## config.mk

```make
export PLATFORM = sky130hd
export DESIGN_NAME = key_value_line_parser_top
export DESIGN_NICKNAME = d
export VERILOG_FILES = /design/src/rtl/kvlp_pkg.sv /design/src/rtl/key_value_line_parser_top.sv
export SDC_FILE = /design/constraint.sdc
export NUM_CORES = 1
export LEC_CHECK = 0
export ABC_AREA = 1
export BUFFER_PORTS_ARGS = -buffer_cell sky130_fd_sc_hd__buf_4
export CAP_MARGIN = 20
export CORE_MARGIN = 2
export CORE_UTILIZATION = 25
export CTS_CLUSTER_DIAMETER = 100
export DETAILED_ROUTE_END_ITERATION = 6
export HOLD_SLACK_MARGIN = 0.05
export PLACE_DENSITY = 0.45
export SLEW_MARGIN = 20
export SYNTH_ARGS = -nofsm -noshare
export SYNTH_HDL_FRONTEND = slang
export SYNTH_SLANG_ARGS = --single-unit
```

## constraint.sdc

```tcl
create_clock -name i_clk -period 2.6 [get_ports i_clk]
set_input_delay 0.13 -clock i_clk [delete_from_list [all_inputs] [get_ports i_clk]]
set_output_delay 0.13 -clock i_clk [all_outputs]
set_load 0.02 [all_outputs]
```

## src/rtl/kvlp_pkg.sv

```systemverilog
// shared constants, types and character helpers of the key/value line parser
// no dependencies; used by key_value_line_parser_top
package kvlp_pkg;

    typedef logic [7:0] t_byte;
    typedef logic [1:0] t_kind;

    localparam int MAX_SPACE_RUN = 62;
    localparam int RUN_DEPTH     = 62;
    localparam int RUN_AW        = 6;

    localparam t_byte C_NEWLINE = 8'h0A;
    localparam t_byte C_EQUALS  = 8'h3D;
    localparam t_byte C_PERCENT = 8'h25;

    localparam t_kind KIND_DATA  = 2'd0;
    localparam t_kind KIND_OK    = 2'd1;
    localparam t_kind KIND_NO_EQ = 2'd2;
    localparam t_kind KIND_OVF   = 2'd3;

    function automatic logic is_ws(input t_byte c);
        return (c == 8'h20) || (c == 8'h09) || (c == 8'h0B) || (c == 8'h0C) || (c == 8'h0D);
    endfunction

    // {valid, nibble}
    function automatic logic [4:0] hex_val(input t_byte c);
        t_byte d;
        d = 8'h00;
        if (c >= 8'h30 && c <= 8'h39) begin
            d = c - 8'h30;
            return {1'b1, d[3:0]};
        end else if (c >= 8'h61 && c <= 8'h66) begin
            d = c - 8'h57;
            return {1'b1, d[3:0]};
        end else if (c >= 8'h41 && c <= 8'h46) begin
            d = c - 8'h37;
            return {1'b1, d[3:0]};
        end
        return 5'd0;
    endfunction

    // rebuilds the held hex digit as it arrived
    function automatic t_byte digit_char(input logic [3:0] d, input logic lower);
        if (d < 4'd10) begin
            return 8'h30 + {4'b0000, d};
        end
        return (lower ? 8'h57 : 8'h37) + {4'b0000, d};
    endfunction

endpackage

```

## src/rtl/key_value_line_parser_top.sv

```systemverilog
// key/value line parser: splits a line at the first '=', trims whitespace and
// percent-decodes the value; held whitespace lives in a ram; depends on kvlp_pkg
// timing: a direct result shows the cycle after its byte is accepted; a released '%' passes
// through S_PCT, a whitespace flush through S_FLRD and S_FLEM; one result leaves per cycle
// while i_stall does not hold it, and new bytes are stalled until a release is done;
// reset: synchronous active low, ram not cleared
module key_value_line_parser_top (
    input  logic       i_clk,
    input  logic       i_rst_n,
    input  logic       i_valid,
    output logic       o_stall,
    input  logic [7:0] i_in_byte,
    output logic       o_valid,
    input  logic       i_stall,
    output logic [7:0] o_out_byte,
    output logic       o_is_value,
    output logic [1:0] o_kind,
    output logic       o_last
);

    localparam logic [1:0] PH_NAME_LEAD = 2'd0;
    localparam logic [1:0] PH_NAME_BODY = 2'd1;
    localparam logic [1:0] PH_VAL_LEAD  = 2'd2;
    localparam logic [1:0] PH_VAL_BODY  = 2'd3;

    localparam logic [1:0] PCT_NONE  = 2'd0;
    localparam logic [1:0] PCT_ONE   = 2'd1;
    localparam logic [1:0] PCT_DIGIT = 2'd2;

    localparam logic [2:0] S_IDLE = 3'd0;
    localparam logic [2:0] S_PCT  = 3'd1;
    localparam logic [2:0] S_DIG  = 3'd2;
    localparam logic [2:0] S_FLRD = 3'd3;
    localparam logic [2:0] S_FLEM = 3'd4;
    localparam logic [2:0] S_FIN  = 3'd5;

    localparam logic [kvlp_pkg::RUN_AW-1:0] RUN_MAX = kvlp_pkg::RUN_AW'(kvlp_pkg::MAX_SPACE_RUN);

    // control state
    logic [2:0]                   r_state, n_state;
    logic [1:0]                   r_phase, n_phase;
    logic [1:0]                   r_pct, n_pct;
    logic [3:0]                   r_fdig, n_fdig;
    logic                         r_flow, n_flow;
    logic                         r_ovf, n_ovf;
    logic [kvlp_pkg::RUN_AW-1:0]  r_space_count;
    logic [kvlp_pkg::RUN_AW-1:0]  r_idx;
    logic                         r_do_dig, r_do_flush, r_do_fin;
    logic                         r_out_valid;

    // payload
    kvlp_pkg::t_byte              r_space_run [kvlp_pkg::RUN_DEPTH];
    kvlp_pkg::t_byte              r_rd_data;
    kvlp_pkg::t_byte              r_fin_byte;
    logic                         r_fin_isv;
    kvlp_pkg::t_kind              r_fin_kind;
    logic                         r_fin_last;
    logic                         r_fl_isv;
    kvlp_pkg::t_byte              r_dig_char;
    kvlp_pkg::t_byte              r_out_byte, n_out_byte;
    logic                         r_out_isv, n_out_isv;
    kvlp_pkg::t_kind              r_out_kind, n_out_kind;
    logic                         r_out_last, n_out_last;

    // decode of the accepted byte
    logic                         acc, out_free, out_ld;
    logic                         dec_pct, dec_dig, dec_flush, dec_fin, dec_push, dec_clear;
    logic                         dec_cont, dec_ws;
    logic [4:0]                   dec_hex;
    kvlp_pkg::t_byte              dec_fin_byte;
    logic                         dec_fin_isv;
    kvlp_pkg::t_kind              dec_fin_kind;
    logic                         dec_fin_last;
    logic                         dec_isv;
    logic                         mem_we, rd_en, fl_done;
    logic [kvlp_pkg::RUN_AW-1:0]  rd_addr;

    assign out_free = !r_out_valid || !i_stall;
    assign o_stall  = !((r_state == S_IDLE) && out_free);
    assign acc      = i_valid && !o_stall;

    always_comb begin
        n_phase      = r_phase;
        n_pct        = r_pct;
        n_fdig       = r_fdig;
        n_flow       = r_flow;
        n_ovf        = r_ovf;
        dec_pct      = 1'b0;
        dec_dig      = 1'b0;
        dec_flush    = 1'b0;
        dec_fin      = 1'b0;
        dec_push     = 1'b0;
        dec_clear    = 1'b0;
        dec_cont     = 1'b0;
        dec_isv      = 1'b0;
        dec_fin_byte = i_in_byte;
        dec_fin_isv  = 1'b0;
        dec_fin_kind = kvlp_pkg::KIND_DATA;
        dec_fin_last = 1'b0;
        dec_ws       = kvlp_pkg::is_ws(i_in_byte);
        dec_hex      = kvlp_pkg::hex_val(i_in_byte);

        if (i_in_byte == kvlp_pkg::C_NEWLINE) begin
            // held percent comes out literally, held whitespace is dropped
            dec_pct      = (r_phase == PH_VAL_BODY) && (r_pct != PCT_NONE);
            dec_dig      = (r_phase == PH_VAL_BODY) && (r_pct == PCT_DIGIT);
            dec_fin      = 1'b1;
            dec_fin_byte = 8'h00;
            dec_fin_last = 1'b1;
            dec_clear    = 1'b1;
            if (r_phase == PH_NAME_LEAD || r_phase == PH_NAME_BODY) begin
                dec_fin_kind = kvlp_pkg::KIND_NO_EQ;
            end else if (r_ovf) begin
                dec_fin_kind = kvlp_pkg::KIND_OVF;
            end else begin
                dec_fin_kind = kvlp_pkg::KIND_OK;
            end
            n_phase = PH_NAME_LEAD;
            n_pct   = PCT_NONE;
            n_fdig  = 4'd0;
            n_flow  = 1'b0;
            n_ovf   = 1'b0;
        end else begin
            unique case (r_phase)
                PH_NAME_LEAD: begin
                    if (dec_ws) begin
                    end else if (i_in_byte == kvlp_pkg::C_EQUALS) begin
                        n_phase = PH_VAL_LEAD;
                    end else begin
                        n_phase = PH_NAME_BODY;
                        dec_fin = 1'b1;
                    end
                end
                PH_NAME_BODY: begin
                    if (dec_ws) begin
                        dec_push = 1'b1;
                    end else if (i_in_byte == kvlp_pkg::C_EQUALS) begin
                        dec_clear = 1'b1;
                        n_phase   = PH_VAL_LEAD;
                    end else begin
                        dec_flush = (r_space_count != '0);
                        dec_fin   = 1'b1;
                    end
                end
                PH_VAL_LEAD, PH_VAL_BODY: begin
                    if (!(r_phase == PH_VAL_LEAD && dec_ws)) begin
                        n_phase  = PH_VAL_BODY;
                        dec_cont = 1'b1;
                        if (r_pct == PCT_ONE) begin
                            if (dec_hex[4]) begin
                                n_fdig   = dec_hex[3:0];
                                n_flow   = (i_in_byte >= 8'h61);
                                n_pct    = PCT_DIGIT;
                                dec_cont = 1'b0;
                            end else begin
                                dec_pct = 1'b1;
                                n_pct   = PCT_NONE;
                            end
                        end else if (r_pct == PCT_DIGIT) begin
                            if (dec_hex[4]) begin
                                dec_fin      = 1'b1;
                                dec_fin_byte = {r_fdig, dec_hex[3:0]};
                                dec_fin_isv  = 1'b1;
                                n_pct        = PCT_NONE;
                                dec_cont     = 1'b0;
                            end else begin
                                dec_pct = 1'b1;
                                dec_dig = 1'b1;
                                n_pct   = PCT_NONE;
                            end
                        end
                        if (dec_cont) begin
                            if (dec_ws) begin
                                dec_push = 1'b1;
                            end else begin
                                dec_flush = (r_space_count != '0);
                                dec_isv   = 1'b1;
                                if (i_in_byte == kvlp_pkg::C_PERCENT) begin
                                    n_pct = PCT_ONE;
                                end else begin
                                    dec_fin     = 1'b1;
                                    dec_fin_isv = 1'b1;
                                end
                            end
                        end
                    end
                end
                default: begin
                end
            endcase
            if (dec_push && r_space_count >= RUN_MAX) begin
                n_ovf = 1'b1;
            end
        end
    end

    assign mem_we  = acc && dec_push && (r_space_count < RUN_MAX);
    assign fl_done = (r_idx + 1'b1) == r_space_count;

    // reads run one entry ahead of the emitted byte
    always_comb begin
        rd_addr = '0;
        if (r_state == S_FLEM) begin
            rd_addr = out_free ? r_idx + 1'b1 : r_idx;
        end
        rd_en = ((r_state == S_FLRD) || (r_state == S_FLEM)) && (rd_addr < r_space_count);
    end

    always_comb begin
        n_state    = r_state;
        out_ld     = 1'b0;
        n_out_byte = r_fin_byte;
        n_out_isv  = r_fin_isv;
        n_out_kind = r_fin_kind;
        n_out_last = r_fin_last;
        unique case (r_state)
            S_IDLE: begin
                n_out_byte = dec_fin_byte;
                n_out_isv  = dec_fin_isv;
                n_out_kind = dec_fin_kind;
                n_out_last = dec_fin_last;
                if (acc) begin
                    priority if (dec_pct) begin
                        n_state = S_PCT;
                    end else if (dec_flush) begin
                        n_state = S_FLRD;
                    end else begin
                        out_ld = dec_fin;
                    end
                end
            end
            S_PCT: begin
                n_out_byte = kvlp_pkg::C_PERCENT;
                n_out_isv  = 1'b1;
                n_out_kind = kvlp_pkg::KIND_DATA;
                n_out_last = 1'b0;
                if (out_free) begin
                    out_ld = 1'b1;
                    priority if (r_do_dig) begin
                        n_state = S_DIG;
                    end else if (r_do_flush) begin
                        n_state = S_FLRD;
                    end else if (r_do_fin) begin
                        n_state = S_FIN;
                    end else begin
                        n_state = S_IDLE;
                    end
                end
            end
            S_DIG: begin
                n_out_byte = r_dig_char;
                n_out_isv  = 1'b1;
                n_out_kind = kvlp_pkg::KIND_DATA;
                n_out_last = 1'b0;
                if (out_free) begin
                    out_ld = 1'b1;
                    priority if (r_do_flush) begin
                        n_state = S_FLRD;
                    end else if (r_do_fin) begin
                        n_state = S_FIN;
                    end else begin
                        n_state = S_IDLE;
                    end
                end
            end
            S_FLRD: begin
                n_state = S_FLEM;
            end
            S_FLEM: begin
                n_out_byte = r_rd_data;
                n_out_isv  = r_fl_isv;
                n_out_kind = kvlp_pkg::KIND_DATA;
                n_out_last = 1'b0;
                if (out_free) begin
                    out_ld = 1'b1;
                    if (fl_done) begin
                        n_state = r_do_fin ? S_FIN : S_IDLE;
                    end
                end
            end
            S_FIN: begin
                if (out_free) begin
                    out_ld  = 1'b1;
                    n_state = S_IDLE;
                end
            end
            default: begin
                n_state = S_IDLE;
            end
        endcase
    end

    always_ff @(posedge i_clk) begin
        if (!i_rst_n) begin
            r_state       <= S_IDLE;
            r_phase       <= PH_NAME_LEAD;
            r_pct         <= PCT_NONE;
            r_fdig        <= 4'd0;
            r_flow        <= 1'b0;
            r_ovf         <= 1'b0;
            r_space_count <= '0;
            r_idx         <= '0;
            r_do_dig      <= 1'b0;
            r_do_flush    <= 1'b0;
            r_do_fin      <= 1'b0;
            r_out_valid   <= 1'b0;
        end else begin
            r_state <= n_state;
            if (out_free) begin
                r_out_valid <= out_ld;
            end
            if (acc) begin
                r_phase    <= n_phase;
                r_pct      <= n_pct;
                r_fdig     <= n_fdig;
                r_flow     <= n_flow;
                r_ovf      <= n_ovf;
                r_do_dig   <= dec_dig;
                r_do_flush <= dec_flush;
                r_do_fin   <= dec_fin;
                r_idx      <= '0;
                if (dec_clear) begin
                    r_space_count <= '0;
                end else if (mem_we) begin
                    r_space_count <= r_space_count + 1'b1;
                end
            end
            if (r_state == S_FLEM && out_free) begin
                if (fl_done) begin
                    r_space_count <= '0;
                    r_idx         <= '0;
                end else begin
                    r_idx <= r_idx + 1'b1;
                end
            end
        end
    end

    always_ff @(posedge i_clk) begin
        if (acc) begin
            r_fin_byte <= dec_fin_byte;
            r_fin_isv  <= dec_fin_isv;
            r_fin_kind <= dec_fin_kind;
            r_fin_last <= dec_fin_last;
            r_fl_isv   <= dec_isv;
            r_dig_char <= kvlp_pkg::digit_char(r_fdig, r_flow);
        end
        if (out_free && out_ld) begin
            r_out_byte <= n_out_byte;
            r_out_isv  <= n_out_isv;
            r_out_kind <= n_out_kind;
            r_out_last <= n_out_last;
        end
    end

    // whitespace run ram, one write and one registered read
    always_ff @(posedge i_clk) begin
        if (mem_we) begin
            r_space_run[r_space_count] <= i_in_byte;
        end
        if (rd_en) begin
            r_rd_data <= r_space_run[rd_addr];
        end
    end

    assign o_valid    = r_out_valid;
    assign o_out_byte = r_out_byte;
    assign o_is_value = r_out_isv;
    assign o_kind     = r_out_kind;
    assign o_last     = r_out_last;

    a_count_bound: assert property (@(posedge i_clk) disable iff (!i_rst_n)
        r_space_count <= RUN_MAX)
        else $error("whitespace run count beyond its limit");

    a_pct_no_run: assert property (@(posedge i_clk) disable iff (!i_rst_n)
        (r_pct != PCT_NONE && r_state == S_IDLE) |-> r_space_count == '0)
        else $error("percent held while whitespace is still held");

    a_pct_in_value: assert property (@(posedge i_clk) disable iff (!i_rst_n)
        (r_pct != PCT_NONE) |-> r_phase == PH_VAL_BODY)
        else $error("percent held outside the value body");

    a_flush_index: assert property (@(posedge i_clk) disable iff (!i_rst_n)
        (r_state == S_FLEM) |-> r_idx < r_space_count)
        else $error("flush index past the held run");

    a_flush_follows_read: assert property (@(posedge i_clk) disable iff (!i_rst_n)
        (r_state == S_FLRD) |=> r_state == S_FLEM)
        else $error("flush read not followed by emission");

endmodule

```

==> results of run 1 <==
path summary, 6_finish.rpt:
check / to / slack (ps)
worst max-delay path: r_rd_data[3] / 40
worst min-delay path: r_idx[0] / 80
worst max register to register: r_rd_data[3] / 40
worst min register to register: r_fdig[0] / 470
layer usage:
metal	vias to the layer above	routed length, um
li1	8767	-
met1	8758	36500
met2	375	35400
met3	116	3510
met4	0	2090
met5	-	0
worst register-to-register path: cells and delay by family, from the launching register on:
family / cells / cell delay [ps]
compound gates: 1 / 110
fa+ha+maj: 1 / 300
buf+inv: 4 / 550
flops: 1 / 310
simple gates: 8 / 1050
kinds of logic (layout without fill, tap and decap cells):
logic type	after synthesis	count (layout)	synth area share
other cells	0	1	0
buf+inv	569	800	0.0904
xor+xnor	5	5	0.00172
simple gates	1190	1190	0.202
compound gates	184	184	0.0444
fa+ha+maj	15	15	0.00736
flops	565	565	0.654
layout make-up:
class	count	area, sq um	area share
sequential	565	16700	0.535
multi-input combinational	1394	6640	0.213
timing repair buffer	229	2290	0.0734
clock buffer	82	1750	0.0563
inverter	458	1730	0.0554
tap	1368	1710	0.0549
clock inverter	31	358	0.0115
antenna	1	2.50	0.0000803
through the flow:
stage	hold WS, ps	utilization	cell area (sq um)	TNS [ps]
6_report	79.2	0.307	31200	0
5_1_grt	92.8	0.307	31200	-178
3_3_place_gp	428	0.282	28600	-1330
3_5_place_dp	410	0.282	28600	-3970
2_1_floorplan	228	-	25500	0
4_1_cts	52.2	0.305	31000	0
where the power goes:
group          leakage [nW]  total (mW)  internal, mW  switching (mW)
clock network          1.03        9.23          5.49            3.74
registers              5.07        10.4          10.3           0.113
logic                  6.29        4.42          1.59            2.83
total                  12.4        24.0          17.4            6.68
cells in the mapped netlist, drive strengths merged, types with 2 or more instances:
| cell type | count |
|---|---|
| o31ai | 3 |
| nand4 | 11 |
| a22o | 3 |
| nor3 | 9 |
| nor2 | 134 |
| a221oi | 4 |
| buf | 87 |
| o22ai | 4 |
| ha | 15 |
| a2bb2oi | 2 |
| xor2 | 5 |
| a21oi | 60 |
| o21ai | 50 |
| clkbuf | 24 |
| nand3 | 425 |
| nand2 | 610 |
| inv | 456 |
| clkinv | 2 |
| dfxtp | 29 |
| o211ai | 52 |
| edfxtp | 536 |
timing repair:
action,CTS,global route
endpoints found under the hold margin,29,0
hold buffers,5,0
pin swaps,2,7
setup buffers,2,4
setup endpoints to repair,16,211
gates cloned,3,1
gates resized for setup,16,32
sequential cells by signal (all words and copies together) (netlist names), 3 cells and up:
name,flops
o_out_byte,8
r_dig_char,7
r_fdig,4
r_fin_byte,8
r_idx,6
r_rd_data,8
r_space_count,6
r_space_run,496
r_state,3
==> results.md, run 1 <==
* Hold-critical path depth at 6
* Avg Inst Size Synth at roughly 10 sq um
* First-pass GRT wire length at 114 mm
* Seq/Total Area, Yosys at 0.654
* Initial drt markers at 1460
* Status: finished, final reports clean
* Static Leak at 12.4 nW
* Largest net degree at the start of global routing at 57
* CTS Sinks at 565
* Routed wire length at 77.4 mm
* Initial antenna violation count at 1
* RSZ-0062 raised after global routing: yes
* Count of cell types in the netlist at 41
* CTS tree: yes
* DIE AREA at 0.105 sq mm
* Synthesized flop and latch total at 565
* Clock Path Buffers at 3
* Max Slew Vio Count at 0
* H-Tree Level Count at 3
* Number of detailed-route iterations in the first pass at 5
* Final setup vio count at 0
* Req. time, crit path at 2950 ps
* Tot Pwr at between 20 and 25 mW
* Worst EP arrival at between 2000 and 3000 ps
* Mapped Nets at between 2000 and 3000
* Grt ovf at 0
* Post-synth top area share at 0.632
* Met2 Use GR at 0.233
* Synth warn at 0
* Top post-synthesis cells by area: edfxtp_1 63%, nand2_1 8.9%, nand3_1 8.2%
* Gr busiest metal: met2
* Commonest non-fill, non-tap cell in the layout: nand2_1
* Minimum clock period at 2560 ps
* Start point of the critical path: r_idx[0]
* Vias at 18000
* Final worst-path cycle share at 0.986
* Post-synth EDFFs at 536
* Post-synth top flop: edfxtp_1
* Slowest CP cell: dfxtp_1
* Via/cell ratio at ~4.4
* IR drop worst, VDD at 0.000380 V
* CP Depth at 14
* Synthesized area at between 0.02 and 0.03 sq mm
* Fin cells at just over 4000
* Filler cells at ~10000
* Worst-skew pair later-pin latency at 620 ps
* Hold Fails Final Rpt at 0
* Actual slew at the worst max-slew pin at just over 800 ps
* Worst reg2reg startpoint: r_idx[0]
* Number of cells after detailed placement at 3999
* Root Buffer: clkbuf_16
* Cell Rows at 117
* CP dominant cell by count: nand3_1
* Met1 GRT Util at 0.208
* GR Layer Usage met3 at 0.0217
* Achievable frequency at 0.390 GHz
* Share of cells above drive strength 1 at 0.136
* Critical path endpoint category: flip-flop
* CTS Buf Count at 66
* Antenna viol nets, final at 0
* HP Class: primary input to flip-flop
* GPL Wtd Cong at between 0.8 and 0.9
* Ys async rst share at 0
* HP Start: i_stall
* Mapped Cells at 2528
* Post-synth top area cell: edfxtp_1
* Die Y at 323 um
* Min setup slack post-route at ~37 ps
* Vias in the first global route at 17500
* Max-cap violations at 0
* Reg2Reg Depth at 14
* Layout overhead on the synthesized area at 22.3%
* Starting Density at 0.251
* Pwr dens at slightly below 800 mW/mm^2
* Post-DR wirelength/cell at 18.8 um
* Crit path max fanout at 24
* Io pins at 26
* Port bufs at 25
* Nature of the critical path startpoint: flip-flop
* Worst path top cell family by delay: simple AND/OR/NAND/NOR gates
* Total core area at between 0.1 and 0.15 sq mm
* Nets at 2741
* Die X at approximately 320 um
* Final Skew at 22.8 ps
* CP Buf/Inv Count at 4
* DRC Markers at 0
* Total global routing track utilization at 0.148
* Most frequent cells in the layout: 603 x nand2_1, 536 x edfxtp_1, 443 x inv_1
* Critical-path cell list: ha_1 -> inv_1 -> nand2_1 -> o21ai_1 -> nor2_4 -> clkinv_2 -> buf_12 -> buf_6 -> nand3_1 -> nand3_1 -> nand3_1 -> nand3_1 -> nand3_2 -> nand2_1
* Post-DP HPWL at approximately 50 mm
* Slew margin rel. at 0.450
* Clk slew on worst S/H paths at around 60 ps
* Slowest Stage Delay on Critical Path at approximately 310 ps
* Post-Place Setup Slack at -112 ps
* Crit Path Category: flip-flop to flip-flop
Note: power is estimated with default switching activity, not from simulation.
==> run 2: changes to the inputs <==
--- a/config.mk
+++ b/config.mk
@@ -5,12 +5,12 @@
 export SDC_FILE = /design/constraint.sdc
 export NUM_CORES = 1
 export LEC_CHECK = 0
-export ABC_AREA = 1
 export BUFFER_PORTS_ARGS = -buffer_cell sky130_fd_sc_hd__buf_4
 export CAP_MARGIN = 20
 export CORE_MARGIN = 2
 export CORE_UTILIZATION = 25
 export CTS_CLUSTER_DIAMETER = 100
+export CTS_CLUSTER_SIZE = 24
 export DETAILED_ROUTE_END_ITERATION = 6
 export HOLD_SLACK_MARGIN = 0.05
 export PLACE_DENSITY = 0.45
==> results.md, run 2 <==
* Req. time, crit path at 2960 ps (about the same)
* Most frequent cells in the layout: 536 x edfxtp_1, 287 x nand2_1, 252 x buf_4
* Total global routing track utilization at 0.145 (-0.00225)
* Largest net degree at the start of global routing at 64 (+12%)
* Post-synth top area share at 0.674 (+0.0428)
* Post-synth top flop: edfxtp_1
* Via/cell ratio at 4.79 (+9.8%)
* Ys async rst share at 0 (unchanged)
* Commonest non-fill, non-tap cell in the layout: edfxtp_1
* XOR/XNOR share of the synthesized area at 0.00771 (+0.00599)
* Post-DR wirelength/cell at 21.9 um (+17%)
* IR drop worst, VDD at 0.000462 V (+22%)
* Final worst-path cycle share at 1.06 (+0.0725)
* Routed wire length at 74.1 mm (-4.3%)
* CTS Buf Count at 28 (-58%)
* Post-DP HPWL at 48.2 mm (-3.6%)
* Pint at 14.9 mW (-14%)
* Synthesized flop and latch total at 565 (unchanged)
* Post-synthesis mux area share at 0.0216 (+0.0216)
* Number of detailed-route iterations in the first pass at 5 (unchanged)
* Most instantiated library cell after synthesis: edfxtp_1
* Register share of total power at 0.488 (+0.056)
* First-pass GRT wire length at 108 mm (-5.7%)
* Slew margin rel. at 0.285 (-0.165)
* Count of cell types in the netlist at 80 (+95%)
* Top reg by flops: r_space_run
* Starting Density at 0.252 (+0.000355)
* Worst-skew pair later-pin latency at 620 ps (about the same)
* Compound-Gate Fraction of Synth Area at 0.120 (+0.0754)
* Main combinational cell family by area after synthesis: compound AO/OA/AOI/OAI gates
* Seq/Total Area, Yosys at 0.699 (+0.0444)
* Static Leak at 10.0 nW (-19%)
* Cell types with the highest counts after synthesis: 536 x edfxtp_1, 289 x nand2_1, 134 x nor2_1
* Antenna viol nets, final at 0 (unchanged)
* Final Skew at 37.8 ps (+15.1 ps)
* Pwr dens at 692 mW/mm^2 (-10%)
* Failing checks: setup timing
* HP Class: primary input to flip-flop
* DRC Markers at 0 (unchanged)
* Synth warn at 0 (unchanged)
* GPL Wtd Cong at 0.869 (+7.7%)
* Max Slew Vio Count at 0 (unchanged)
* Share of cells above drive strength 1 at 0.298 (+0.162)
* Logic pwr share at 0.271 (+0.087)
* H-Tree Level Count at 1 (-2)
* Mapped Nets at 1858 (-27%)
* Max-cap violations at 0 (unchanged)
* Port bufs at 25 (unchanged)
* Actual slew at the worst max-slew pin at 1070 ps (+245 ps)
* Avg Inst Size Synth at 13.0 sq um (+29%)
* Nets at 2113 (-23%)
* Clock share of power at 0.240 (-0.144)
* Achievable frequency at 0.363 GHz (-6.8%)
* CTS Sinks at 565 (unchanged)
* NetSw at 6.33 mW (-5.3%)
* Min setup slack post-route at -151 ps (-188 ps)
* Nature of the critical path startpoint: flip-flop
* DIE AREA at 0.0980 sq mm (-6.3%)
* Synth Area in Adders at 0.00786 (+0.000500)
* Clk slew on worst S/H paths at 100 ps (+40 ps)
* Synthesized area at 0.0239 sq mm (-6.4%)
* Minimum clock period at 2750 ps (+188 ps)
* Die X at 313 um (-3.2%)
* Simple-Gate Fraction of Synth Area at 0.116 (-0.0857)
* WHS at 52.8 ps (-26.4 ps)
* Worst EP arrival at 3110 ps (+200 ps)
* Io pins at 26 (unchanged)
* Crit path max fanout at 13 (-46%)
* Layout overhead on the synthesized area at 28.8%
* RSZ-0062 raised after global routing: yes
* Grt ovf at 0 (unchanged)
* Final setup vio count at 16 (+16)
* Crit Path Category: flip-flop to flip-flop
* Total core area at 0.0949 sq mm (-6.5%)
* Status: finished with violations
* Post-synth top area cell: edfxtp_1
* Post-Place Setup Slack at -709 ps (-597 ps)
* Cell Rows at 113 (-3.4%)
* Vias at 16200 (-10%)
* Top post-synthesis cells by area: edfxtp_1 67%, nand2_1 4.5%, a21oi_1 2.6%
* Clock Path Buffers at 3 (unchanged)
* Hold Fails Final Rpt at 0 (unchanged)
* Post-synth EDFFs at 536 (unchanged)
* Number of flip-flops in the largest register at 496 (unchanged)
* Die Y at 313 um (-3.2%)
* Mapped Cells at 1831 (-28%)
* CTS tree: yes
* Critical path endpoint category: flip-flop
* Root Buffer: clkbuf_16
* Vias in the first global route at 16000 (-8.7%)
* Switching Share at 0.298 (+0.0195)
* Initial antenna violation count at 3 (+2)
* Initial drt markers at 1332 (-8.8%)
## run 2: cell count changes after synthesis, moves of 31 or more
cell	previous run	this run
a21oi_1	60	126
a221oi_1	4	35
clkbuf_1	24	62
inv_1	446	29
mux2i_1	0	47
nand2_1	607	289
nand3_1	419	83
o211ai_1	52	3
## run 2: what timing repair did
action                     in CTS  in global routing
gates resized for setup       237                149
gates cloned                    9                  6
pin swaps                      34                 42
hold buffers                    8                  0
setup endpoints to repair     489                520
hold endpoints to repair       73                  0
buffers inserted               27                 22
## run 2: layout make-up
class / instances / area [sq um]
Fill cell: 9307 / 64100
Clock inverter: 3 / 35.0
Clock buffer: 49 / 822
Antenna cell: 3 / 7.51
Tap cell: 1265 / 1580
Multi-Input combinational cell: 1121 / 7990
Timing Repair Buffer: 340 / 3510
Inverter: 30 / 113
Sequential cell: 565 / 16700
## run 2: kinds of logic (layout without fill, tap and decap cells)
family | after synthesis | in the layout
xor+xnor | 21 | 21
simple gates | 614 | 615
fa+ha+maj | 15 | 15
flops | 565 | 565
buf+inv | 146 | 422
compound gates | 419 | 419
mux | 51 | 51
other cells | 0 | 3
## run 2: power groups by stage
stage / clock, mW / combinational (mW) / sequential, mW
2_1_floorplan: 0 / 2.46 / 10.7
3_3_place_gp: 0 / 4.65 / 10.6
3_5_place_dp: 0 / 4.67 / 10.6
4_1_cts: 5.27 / 5.45 / 10.4
5_1_grt: 5.55 / 6.19 / 10.4
6_report: 5.12 / 5.77 / 10.4
## run 2: worst max-delay path, cell delays in order, from the launching register on
cell and delay, ps:
dfxtp_4 360, buf_6 130, a21bo_4 210, buf_4 200, nand3_4 200, buf_12 230, buf_12 140, nand2_1 50
a22o_1 200, a221oi_2 100, a41o_1 290, or3_1 390
## run 2: path summary, 6_finish.rpt
| kind | from | end | slack [ps] | cells after the start |
|---|---|---|---|---|
| setup / recovery | r_idx[0] | r_rd_data[2] | -150 | 11 |
| hold / removal | i_valid | r_phase[0] | 50 | 6 |
| hold reg to reg | r_flow | r_flow | 490 | 2 |
| setup reg to reg | r_idx[0] | r_rd_data[2] | -150 | 11 |
## run 2: layer usage
layer | routed length (um) | track usage | vias to the layer above
li1 | - | - | 7475
met1 | 33500 | 0.210 | 8226
met2 | 35200 | 0.237 | 403
met3 | 3970 | 0.0170 | 67
met4 | 1430 | 0.0254 | 0
met5 | 0 | 0 | -
## run 2: stage by stage
step | util | instance area [sq um] | total power [mW] | TNS [ps] | instances
2_1_floorplan | - | 24000 | 13.2 | -922 | 1831
3_3_place_gp | 0.289 | 27400 | 15.2 | -122420 | 3252
3_5_place_dp | 0.289 | 27400 | 15.3 | -128010 | 3252
4_1_cts | 0.313 | 29700 | 21.1 | -10800 | 3348
5_1_grt | 0.324 | 30700 | 22.2 | -3030 | 3373
6_report | 0.324 | 30700 | 21.3 | -1340 | 3376
==> run 3: changes to the inputs <==
--- a/config.mk
+++ b/config.mk
@@ -7,6 +7,7 @@
 export LEC_CHECK = 0
 export BUFFER_PORTS_ARGS = -buffer_cell sky130_fd_sc_hd__buf_4
 export CAP_MARGIN = 20
+export CORE_ASPECT_RATIO = 0.75
 export CORE_MARGIN = 2
 export CORE_UTILIZATION = 25
 export CTS_CLUSTER_DIAMETER = 100
==> results.md, run 3 (same netlist as run 2, synthesis figures left out) <==
* Top reg by flops: r_space_run
* Final Skew at 18.0 ps (-19.8 ps)
* Worst-skew pair later-pin latency at 630 ps (about the same)
* Crit path max fanout at 7 (-6)
* Number of flip-flops in the largest register at 496 (unchanged)
* Io pins at 26 (unchanged)
* Cell Rows at 98 (-13%)
* First-pass GRT wire length at 111 mm (+3.2%)
* Via/cell ratio at 4.90 (+2.3%)
* Clock share of power at 0.234 (-0.006)
* Achievable frequency at 0.348 GHz (-4.4%)
* Start point of the critical path: r_idx[0]
* NetSw at 6.21 mW (-1.9%)
* Critical path endpoint category: flip-flop
* Root Buffer: clkbuf_16
* Nets at 2130 (+0.80%)
* Grt ovf at 0 (unchanged)
* Clock Path Buffers at 3 (unchanged)
* Pwr dens at 684 mW/mm^2 (-1.1%)
* Final setup vio count at 16 (unchanged)
* Setup crit end: r_rd_data[7]
* Total global routing track utilization at 0.152 (+0.00628)
* DIE AREA at 0.0980 sq mm (about the same)
* Nature of the critical path startpoint: flip-flop
* Post-Place Setup Slack at -840 ps (-131 ps)
* Failing checks: setup timing
* GPL Wtd Cong at 0.854 (-1.8%)
* Register share of total power at 0.503 (+0.015)
* Die Y at 272 um (-13%)
* Antenna viol nets, final at 0 (unchanged)
* Routed wire length at 76.8 mm (+3.7%)
* Req. time, crit path at 2980 ps (+20 ps)
* CTS Sinks at 565 (unchanged)
* Largest net degree at the start of global routing at 63 (-1.6%)
* Layout overhead on the synthesized area at 26.1%
* Actual slew at the worst max-slew pin at 893 ps (-176 ps)
* Initial antenna violation count at 3 (unchanged)
* Pint at 14.4 mW (-3.7%)
* Hold-critical path depth at 2 (-4)
* Flop2flop setup slack at -280 ps (-130 ps)
* Starting Density at 0.251 (about the same)
* Min setup slack post-route at -277 ps (-126 ps)
* DRC Markers at 0 (unchanged)
* Port bufs at 25 (unchanged)
* Switching Share at 0.301 (+0.00372)
* Max Slew Vio Count at 0 (unchanged)
* Slew margin rel. at 0.403 (+0.118)
* Crit Path Category: flip-flop to flip-flop
* HP Start: i_in_byte[1]
* Vias in the first global route at 15900 (-0.29%)
* Share of cells above drive strength 1 at 0.274 (-0.0248)
* RSZ-0062 raised after global routing: yes
* IR drop worst, VDD at 0.000491 V (+6.3%)
* Vias at 16500 (+2.0%)
* Hold Fails Final Rpt at 0 (unchanged)
* Status: finished with violations
* Max-cap violations at 0 (unchanged)
* Worst reg2reg startpoint: r_idx[0]
* HP Class: primary input to flip-flop
* Post-DP HPWL at 50.7 mm (+5.2%)
* R2r endpoint: r_rd_data[7]
* Die X at 361 um (+15%)
* Minimum clock period at 2880 ps (+126 ps)
* Clk slew on worst S/H paths at 100 ps (about the same)
* Final worst-path cycle share at 1.11 (+0.0485)
* Logic pwr share at 0.263 (-0.008)
* Total core area at 0.0949 sq mm (about the same)
* Most frequent cells in the layout: 536 x edfxtp_1, 288 x nand2_1, 284 x buf_4
* H-Tree Level Count at 1 (unchanged)
* Post-DR wirelength/cell at 22.8 um (+4.0%)
* CTS tree: yes
* Initial drt markers at 1994 (+50%)
* Number of detailed-route iterations in the first pass at 5 (unchanged)
* Final core occ at 0.317 (-0.00691)
* Commonest non-fill, non-tap cell in the layout: edfxtp_1
* Reg2Reg Depth at 13 (+2)
* Static Leak at 10.0 nW (-0.35%)
* CTS Buf Count at 27 (-3.6%)
* Worst EP arrival at 3260 ps (+150 ps)
-- run 3: cell types whose count changed in the layout (fill, tap and decap cells not counted), moves of 10 or more --
cell / previous run / this run
buf_4: 252 / 284
a21oi_1: 93 / 115
nor2_1: 72 / 91
a21oi_2: 29 / 11
clkbuf_1: 19 / 9
nor2_2: 15 / 5
-- run 3: cell type report --
cell class / instances / area (sq um)
fillers: 9488 / 64800
flip-flops and latches: 565 / 16700
multi-input cells: 1121 / 7610
repair buffers: 358 / 3390
well taps: 1250 / 1560
clock buffers: 36 / 709
inverters: 30 / 115
clock inverters: 3 / 22.5
diodes: 2 / 5.00
-- run 3: per-stage QoR --
stage | hold slack [ps] | total power, mW | setup TNS, ps | area (sq um) | instances
2_1_floorplan | 229 | 13.2 | -922 | 24000 | 1831
3_3_place_gp | 396 | 15.2 | -111990 | 27600 | 3276
3_5_place_dp | 395 | 15.3 | -132490 | 27600 | 3278
4_1_cts | 56.0 | 20.5 | -3430 | 29600 | 3350
5_1_grt | 79.7 | 21.5 | -4830 | 30100 | 3364
6_report | 82.9 | 20.6 | -3610 | 30100 | 3365
-- run 3: power groups by stage --
| stage | Sequential (mW) | Combinational [mW] | Clock [mW] |
|---|---|---|---|
| after CTS | 10.4 | 5.21 | 4.95 |
| after global placement | 10.6 | 4.67 | 0 |
| after floorplan | 10.7 | 2.46 | 0 |
| final | 10.4 | 5.42 | 4.81 |
| after global routing | 10.4 | 5.81 | 5.24 |
| after detailed placement | 10.6 | 4.68 | 0 |
-- run 3: repair_timing --
item	in CTS	in global routing
pin swaps	17	35
gates resized for setup	201	80
setup endpoints to repair	360	343
gates cloned	8	3
hold endpoints to repair	29	0
setup buffers	22	14
hold buffers	3	0
-- run 3: metal layers --
metal	vias up	wire, um	GRT usage
li1	7484	-	-
met1	8443	38600	0.240
met2	510	31600	0.216
met3	51	5610	0.0286
met4	2	966	0.0205
met5	-	13	0
-- run 3: how the worst min path moves through the flow --
stage                                     to
after floorplan            r_space_run[0][0]
after global placement            r_state[1]
after detailed placement          r_state[1]
after CTS                           r_pct[0]
after global routing      r_space_run[21][1]
final                     r_space_run[21][1]
-- run 3: critical path: stages (launching register included) --
cell,delay (ps)
dfxtp_4,380
ha_4,270
a21boi_4,280
a32oi_4,110
buf_6,180
buf_6,120
nor2_4,110
buf_12,160
buf_12,140
buf_4,140
nand3_1,130
nand4_1,170
a31oi_1,100
or3_1,320
